`src/rtl/core/beq_pkg.sv`:
```
// Shared constants, codes and types of the cascaded biquad equaliser.
// No dependencies; every other file but the assertion header imports this package.
package beq_pkg;

	localparam int MAX_BANDS = 16;
	localparam int CHANNELS  = 2;

	localparam int NCOEF = 5;
	localparam int HIST  = 4;

	localparam int SAMPLE_W = 24;
	localparam int DATA_W   = 32;
	localparam int CMD_W    = 2;
	localparam int BAND_W   = 4;
	localparam int SEL_W    = 3;
	localparam int ACTB_W   = 5;
	localparam int PADDR_W  = 3;
	localparam int REG_W    = PADDR_W - 2;

	localparam int PROD_W = 2 * DATA_W;
	localparam int ACC_W  = PROD_W + 2;
	localparam int FRAC_C = 28;

	localparam int CH_W   = (CHANNELS > 1) ? $clog2(CHANNELS) : 1;
	localparam int BIDX_W = (MAX_BANDS > 1) ? $clog2(MAX_BANDS) : 1;
	localparam int BCNT_W = $clog2(MAX_BANDS + 1);
	localparam int HIDX_W = $clog2(HIST);
	localparam int STEP_W = $clog2(NCOEF + 1);

	localparam logic [STEP_W-1:0] STEP_LAST = STEP_W'(NCOEF);

	// half an LSB of the Q8.24 result, preloaded into the accumulator
	localparam logic signed [ACC_W-1:0] ACC_RND =
		{{(ACC_W - FRAC_C){1'b0}}, 1'b1, {(FRAC_C - 1){1'b0}}};

	typedef enum logic [CMD_W-1:0] {
		CMD_FILTER = 2'd0,
		CMD_COEF   = 2'd1,
		CMD_CLEAR  = 2'd2
	} beq_cmd_t;

	localparam logic [SEL_W-1:0] COEF_B0 = 3'd0;
	localparam logic [SEL_W-1:0] COEF_B1 = 3'd1;
	localparam logic [SEL_W-1:0] COEF_B2 = 3'd2;
	localparam logic [SEL_W-1:0] COEF_A1 = 3'd3;
	localparam logic [SEL_W-1:0] COEF_A2 = 3'd4;

	localparam logic [HIDX_W-1:0] H_X1 = 2'd0;
	localparam logic [HIDX_W-1:0] H_X2 = 2'd1;
	localparam logic [HIDX_W-1:0] H_Y1 = 2'd2;
	localparam logic [HIDX_W-1:0] H_Y2 = 2'd3;

	typedef struct packed {
		logic                     clear;
		logic                     we;
		logic [SEL_W-1:0]         sel;
		logic signed [DATA_W-1:0] data;
		logic                     ch;
	} beq_cell_ctl_t;

endpackage

```
`src/rtl/core/beq_cell.sv`:
```
// One biquad section of the cascade: coefficients, per-channel history and a MAC.
// Depends on beq_pkg. Takes x on go, hands y to the next cell with done.
module beq_cell (
	input  logic                             clk,
	input  logic                             arst_n,
	input  beq_pkg::beq_cell_ctl_t           ctl,
	input  logic                             go,
	input  logic signed [beq_pkg::DATA_W-1:0] x_in,
	output logic                             done,
	output logic signed [beq_pkg::DATA_W-1:0] y_out
);
	import beq_pkg::*;

	localparam int SH_W = ACC_W - FRAC_C;

	logic signed [DATA_W-1:0] coef_q [NCOEF];
	logic signed [DATA_W-1:0] hist_q [CHANNELS][HIST];

	logic                     busy_q;
	logic [STEP_W-1:0]        step_q;
	logic                     done_q;
	logic signed [DATA_W-1:0] x_q;
	logic signed [DATA_W-1:0] y_q;
	logic signed [ACC_W-1:0]  acc_q;
	logic signed [PROD_W-1:0] prod_s1;
	logic                     neg_s1;

	logic [CH_W-1:0]          ch;
	logic signed [DATA_W-1:0] mul_a;
	logic signed [DATA_W-1:0] mul_b;
	logic signed [ACC_W-1:0]  addend;
	logic signed [ACC_W-1:0]  acc_sum;
	logic [SH_W-1:0]          sh;
	logic signed [DATA_W-1:0] y_new;
	logic                     last;

	assign ch   = CH_W'(ctl.ch);
	assign last = busy_q && (step_q == STEP_LAST);

	// b0*x on the go cycle, then x1, x2, y1, y2 one per cycle
	always_comb begin
		mul_a = coef_q[COEF_B0];
		mul_b = x_in;
		if (busy_q) begin
			case (step_q)
				COEF_B1: begin
					mul_a = coef_q[COEF_B1];
					mul_b = hist_q[ch][H_X1];
				end
				COEF_B2: begin
					mul_a = coef_q[COEF_B2];
					mul_b = hist_q[ch][H_X2];
				end
				COEF_A1: begin
					mul_a = coef_q[COEF_A1];
					mul_b = hist_q[ch][H_Y1];
				end
				COEF_A2: begin
					mul_a = coef_q[COEF_A2];
					mul_b = hist_q[ch][H_Y2];
				end
				default: begin
					mul_a = coef_q[COEF_B0];
					mul_b = x_q;
				end
			endcase
		end
	end

	assign addend  = neg_s1 ? -ACC_W'(prod_s1) : ACC_W'(prod_s1);
	assign acc_sum = acc_q + addend;
	assign sh      = acc_sum[ACC_W-1:FRAC_C];

	always_comb begin
		if (&sh[SH_W-1:DATA_W-1] || ~|sh[SH_W-1:DATA_W-1]) begin
			y_new = sh[DATA_W-1:0];
		end else if (sh[SH_W-1]) begin
			y_new = {1'b1, {(DATA_W - 1){1'b0}}};
		end else begin
			y_new = {1'b0, {(DATA_W - 1){1'b1}}};
		end
	end

	always_ff @(posedge clk or negedge arst_n) begin
		if (!arst_n) begin
			busy_q <= 1'b0;
			step_q <= '0;
			done_q <= 1'b0;
		end else begin
			done_q <= 1'b0;
			if (!busy_q) begin
				if (go) begin
					busy_q <= 1'b1;
					step_q <= STEP_W'(COEF_B1);
				end
			end else if (last) begin
				busy_q <= 1'b0;
				step_q <= '0;
				done_q <= 1'b1;
			end else begin
				step_q <= step_q + 1'b1;
			end
		end
	end

	always_ff @(posedge clk) begin
		if (!busy_q && go) begin
			x_q   <= x_in;
			acc_q <= ACC_RND;
		end else if (busy_q) begin
			acc_q <= acc_sum;
		end
		prod_s1 <= mul_a * mul_b;
		neg_s1  <= busy_q && (step_q == COEF_A1 || step_q == COEF_A2);
		if (last) begin
			y_q <= y_new;
		end
	end

	always_ff @(posedge clk) begin
		if (ctl.we) begin
			coef_q[ctl.sel] <= ctl.data;
		end
	end

	always_ff @(posedge clk or negedge arst_n) begin
		if (!arst_n) begin
			hist_q <= '{default: '0};
		end else if (ctl.clear) begin
			hist_q <= '{default: '0};
		end else if (last) begin
			hist_q[ch][H_X2] <= hist_q[ch][H_X1];
			hist_q[ch][H_X1] <= x_q;
			hist_q[ch][H_Y2] <= hist_q[ch][H_Y1];
			hist_q[ch][H_Y1] <= y_new;
		end
	end

	assign done  = done_q;
	assign y_out = y_q;

endmodule

```
`config.mk`:
```
export PLATFORM = sky130hd
export DESIGN_NAME = beq_cell
export DESIGN_NICKNAME = d
export VERILOG_FILES = /design/src/rtl/core/beq_pkg.sv /design/src/rtl/core/beq_cell.sv
export SDC_FILE = /design/constraint.sdc
export NUM_CORES = 2
export LEC_CHECK = 0
export BUFFER_PORTS_ARGS = -buffer_cell sky130_fd_sc_hd__buf_2
export CAP_MARGIN = 20
export CORE_MARGIN = 4
export CORE_UTILIZATION = 35
export DETAILED_ROUTE_END_ITERATION = 10
export RECOVER_POWER = 50
export SKIP_LAST_GASP = 1
export SYNTH_ARGS = -nofsm -noshare
export SYNTH_HDL_FRONTEND = slang
export SYNTH_SLANG_ARGS = --single-unit
```
`constraint.sdc`:
```
create_clock -name clk -period 24.3 [get_ports clk]
set_input_delay 3.645 -clock clk [delete_from_list [all_inputs] [get_ports clk]]
set_output_delay 3.645 -clock clk [all_outputs]
set_load 0.03 [all_outputs]
```
==> run_results.csv <==
group,metric,value,unit
run_status,run_status,"finished with violations",
run_status,violations,"max-capacitance violations, max-slew violations",
worst_setup_path,end_kind,"register",
worst_setup_path,worst-endpoint-arrival,14.87,ns
clock_tree,ctsHtreeMaxLevel,3,
cells_and_area,layout-drive-gt1-share,6.28,%
synth,ys.warnings.count,0,
route,detail_route.vias_per_cell,5.41,
sta,slew_headroom,-263,%
synth,number_of_enable_flip_flop_cells_after_synthesis,224,
global_routing,grt_remaining_overflow,0,
route,drtPass1Iterations,6,
synth,netlist-cell-type-count,80,
worst_setup_path,setup.reg_to_reg.worst_slack,11.81,ns
global_routing,antenna_found_initial,13,
global_routing,vias_in_the_first_global_route,50500,
sta,fin_worst_skew,0.0495,ns
worst_setup_path,timing.reg2reg.worst_path_depth,33,
cells_and_area,area_growth_syn_to_layout,9.11,%
synth,synth_top_flop_cell,"sky130_fd_sc_hd__dfrtp_1",
synth,synth_sequential_area_ratio,24.8,%
clock_tree,cts_hold_repair.buffers,0,
floorplanning,die_area,190000,um2
clock_tree,post-cts-setup-buffer-count,0,
sta,timing_worst_slew_pin_value,5.45,ns
worst_setup_path,path_max_fanout,68,
synth,postSynthRegisterBits,616,
sta,timing.setup.tns,0,ns
clock_tree,clock-root-buffer,"sky130_fd_sc_hd__clkbuf_16",
placement,total_of_buffers_placed_on_input_and_output_ports,105,
floorplanning,io_pins,106,
clock_tree,cts.clk_slew.worst_paths,0.06,ns
global_routing,grt_pass1_wl,318000,um
clock_tree,cts_tree,"yes",
worst_setup_path,setup.worst_path.class,"in -> reg",
placement,place.detailed.hpwl,153000,um
worst_setup_path,r2r_end,"prod_s1[63]$_DFF_P_",
worst_setup_path,timing.critical_path.to,"prod_s1[63]$_DFF_P_",
synth,synth_area_per_inst,9.79,um2
placement,gpl.final_weighted_congestion,0.947,
clock_tree,ctsResizeCount,0,
sta,clock.fmax,69.8,MHz
floorplanning,placement_rows,156,
floorplanning,effective_utilization_at_floorplan,35.3,%
clock_tree,clock_path_buffers,3,
worst_setup_path,critical_path.reg2reg.startpoint,"step_q[0]$_DFFE_PN0P_",
clock_tree,cts_inserted_buffers,70,
worst_hold_path,hp-class,"reg -> reg",
worst_setup_path,crit_slowest_cell,"sky130_fd_sc_hd__buf_4",
synth,cell_area_synth,64000,um2
global_routing,grt_util_all_layers,21.9,%
worst_setup_path,timing.critical_path.from_type,"input port",
job,maxCapViolations,11,
route,route.antenna.remaining_nets,0,
worst_setup_path,timing.critical_path.mode_cell,"sky130_fd_sc_hd__fa_1",
route,vias_after_detailed_routing,48200,
cells_and_area,final_cell_area,69800,um2
sta,timing.final.crit_period,14.33,ns
synth,postSynthNetCount,7951,
sta,setup_viol_count_final,0,
floorplanning,die_width,436,um
route,drt_drc_violations_left,0,
worst_setup_path,required_time_at_the_worst_slack_endpoint,24.84,ns
sta,min_period_over_period,59.0,%
synth,ys_async_sr_fraction,42.4,%
route,avgRoutedWirePerCell,23.3,um
cells_and_area,nNetsFinal,7896,
cells_and_area,fin_util,38.5,%
floorplanning,core_area,181000,um2
floorplanning,die_y,436,um
sta,finalHoldViolations,0,
route,finalWirelength,208000,um
placement,placed_cell_area,67500,um2
worst_setup_path,setup.worst_path.start,"ctl[0]",
clock_tree,tritoncts_num_sinks,616,
route,drt_iter0_markers,3919,
clock_tree,insertion_delay,0.68,ns
global_routing,maximum_number_of_pins_on_one_net_before_global_route_repair,98,
sta,max_slew_violation_count,450,
sta,unrepaired_setup_endpoints_after_global_routing,"no",
synth,postSynthCellCount,6539,
worst_setup_path,critPathMaxStageDelay,0.83,ns
## cell usage after synthesis (all sizes together), types with 6 or more instances
cell type	instances	share of area (%)
a211oi	9	0.11
a21boi	12	0.14
a21o	80	0.94
a21oi	166	1.3
a221oi	8	0.11
a222oi	10	0.16
a22o	192	2.6
a22oi	66	0.77
a31oi	13	0.13
and2	48	0.47
and3	19	0.19
buf	25	0.15
clkbuf	317	1.9
dfrtp	261	10
dfxtp	131	4.1
edfxtp	224	11
fa	1083	34
ha	256	5.0
inv	1021	6.0
mux2	57	1.0
mux2i	120	1.9
nand2	838	4.9
nand2b	47	0.46
nand3	30	0.23
nand4	32	0.31
nor2	654	3.8
nor2b	18	0.18
nor3	62	0.48
nor4	11	0.13
o211ai	15	0.18
o21a	9	0.11
o21ai	262	2.1
o21bai	24	0.28
o221ai	6	0.092
o22ai	52	0.51
o31ai	39	0.50
o41ai	8	0.11
or2	32	0.31
or3	30	0.31
or4	8	0.10
xnor2	144	2.0
xor2	51	0.70
## layout make-up
type / instances / area (um2)
timing repair buffer: 215 / 1250
clock buffer: 92 / 1950
sequential: 616 / 15900
clock inverter: 37 / 497
inverter: 1021 / 3830
fill: 17800 / 112000
antenna: 4 / 10.0
tap: 2370 / 2970
multi-input combinational: 4560 / 43400
## cell usage in the layout (no fill, tap or decap), types with 16 or more instances in the layout
| cell type | Yosys | final |
|---|---|---|
| sky130_fd_sc_hd__a21o_1 | 80 | 75 |
| sky130_fd_sc_hd__fa_1 | 1083 | 1083 |
| sky130_fd_sc_hd__nand2b_1 | 47 | 47 |
| sky130_fd_sc_hd__edfxtp_1 | 224 | 224 |
| sky130_fd_sc_hd__a21oi_1 | 166 | 154 |
| sky130_fd_sc_hd__nand3_1 | 30 | 30 |
| sky130_fd_sc_hd__buf_4 | 0 | 97 |
| sky130_fd_sc_hd__xor2_1 | 51 | 50 |
| sky130_fd_sc_hd__or2_2 | 31 | 31 |
| sky130_fd_sc_hd__clkbuf_1 | 311 | 92 |
| sky130_fd_sc_hd__dfxtp_1 | 131 | 130 |
| sky130_fd_sc_hd__nor3_1 | 62 | 61 |
| sky130_fd_sc_hd__o21ai_0 | 240 | 239 |
| sky130_fd_sc_hd__xnor2_1 | 144 | 144 |
| sky130_fd_sc_hd__mux2_2 | 51 | 51 |
| sky130_fd_sc_hd__and3_1 | 19 | 19 |
| sky130_fd_sc_hd__o21bai_1 | 24 | 24 |
| sky130_fd_sc_hd__ha_1 | 256 | 255 |
| sky130_fd_sc_hd__nand4_1 | 32 | 32 |
| sky130_fd_sc_hd__mux2i_1 | 120 | 103 |
| sky130_fd_sc_hd__or3_1 | 28 | 28 |
| sky130_fd_sc_hd__nand2_1 | 838 | 836 |
| sky130_fd_sc_hd__clkbuf_16 | 0 | 72 |
| sky130_fd_sc_hd__inv_1 | 1020 | 1020 |
| sky130_fd_sc_hd__o21ai_1 | 21 | 16 |
| sky130_fd_sc_hd__buf_2 | 4 | 37 |
| sky130_fd_sc_hd__o22ai_1 | 52 | 52 |
| sky130_fd_sc_hd__a22oi_1 | 66 | 66 |
| sky130_fd_sc_hd__a22o_1 | 192 | 192 |
| sky130_fd_sc_hd__nor2_1 | 654 | 651 |
| sky130_fd_sc_hd__o31ai_1 | 37 | 37 |
| sky130_fd_sc_hd__dfrtp_1 | 261 | 261 |
| sky130_fd_sc_hd__and2_1 | 48 | 47 |
## registers in the layout, indices dropped and copies added (netlist names)
register,cells
step_q,3
coef_q,160
busy_q,1
x_q,32
prod_s1,64
done,1
neg_s1,1
y_out,32
hist_q,256
acc_q,66
## per-stage QoR
stage,hold slack (ns),setup WS [ns],instances
2_1_floorplan,0.449,11.12,6539
3_3_place_gp,0.461,9.46,8778
3_5_place_dp,0.466,9.38,8780
4_1_cts,0.477,10.07,8909
5_1_grt,0.488,9.48,8914
6_report,0.477,9.97,8915
## cells by family (layout without fill, tap and decap cells)
group	after synthesis	count (layout)	share of synthesized area, %
simple gates	1846	1846	12.1
xor+xnor	195	195	2.67
compound gates	1003	1003	10.6
flops	616	616	24.8
buf+inv	1363	1365	8.01
mux	177	177	2.88
other cells	0	4	0
fa+ha+maj	1339	1339	38.9
## layer usage
layer	GRT usage (%)	routed length [um]
met2	34.5	93900
met1	29.7	86800
met4	8.17	8810
met3	4.56	18300
met5	0	21
## worst min-delay path by stage
stage,start,end,slack [ns],cells past startpoint
5_1_grt,acc_q[49]$_SDFFE_PP0P_,acc_q[49]$_SDFFE_PP0P_,0.49,2
3_5_place_dp,acc_q[29]$_SDFFE_PP0P_,acc_q[29]$_SDFFE_PP0P_,0.47,2
3_3_place_gp,acc_q[0]$_SDFFE_PP0P_,acc_q[0]$_SDFFE_PP0P_,0.46,2
4_1_cts,acc_q[29]$_SDFFE_PP0P_,acc_q[29]$_SDFFE_PP0P_,0.48,2
2_1_floorplan,acc_q[0]$_SDFFE_PP0P_,acc_q[0]$_SDFFE_PP0P_,0.45,2
6_report,acc_q[0]$_SDFFE_PP0P_,acc_q[0]$_SDFFE_PP0P_,0.48,2
## worst max-delay path, delay by kind of cell
kind / cells / cell delay, ns
AND/OR/NAND/NOR: 5 / 0.99
multiplexers: 1 / 0.41
AO/OA/AOI/OAI: 12 / 3.15
adder cells (fa/ha/maj): 9 / 4.28
buffers and inverters: 7 / 2.10
XOR/XNOR: 1 / 0.12
Power is not shown: default switching activity piles up to over one toggle a cycle in this logic, so the estimate is an artifact.
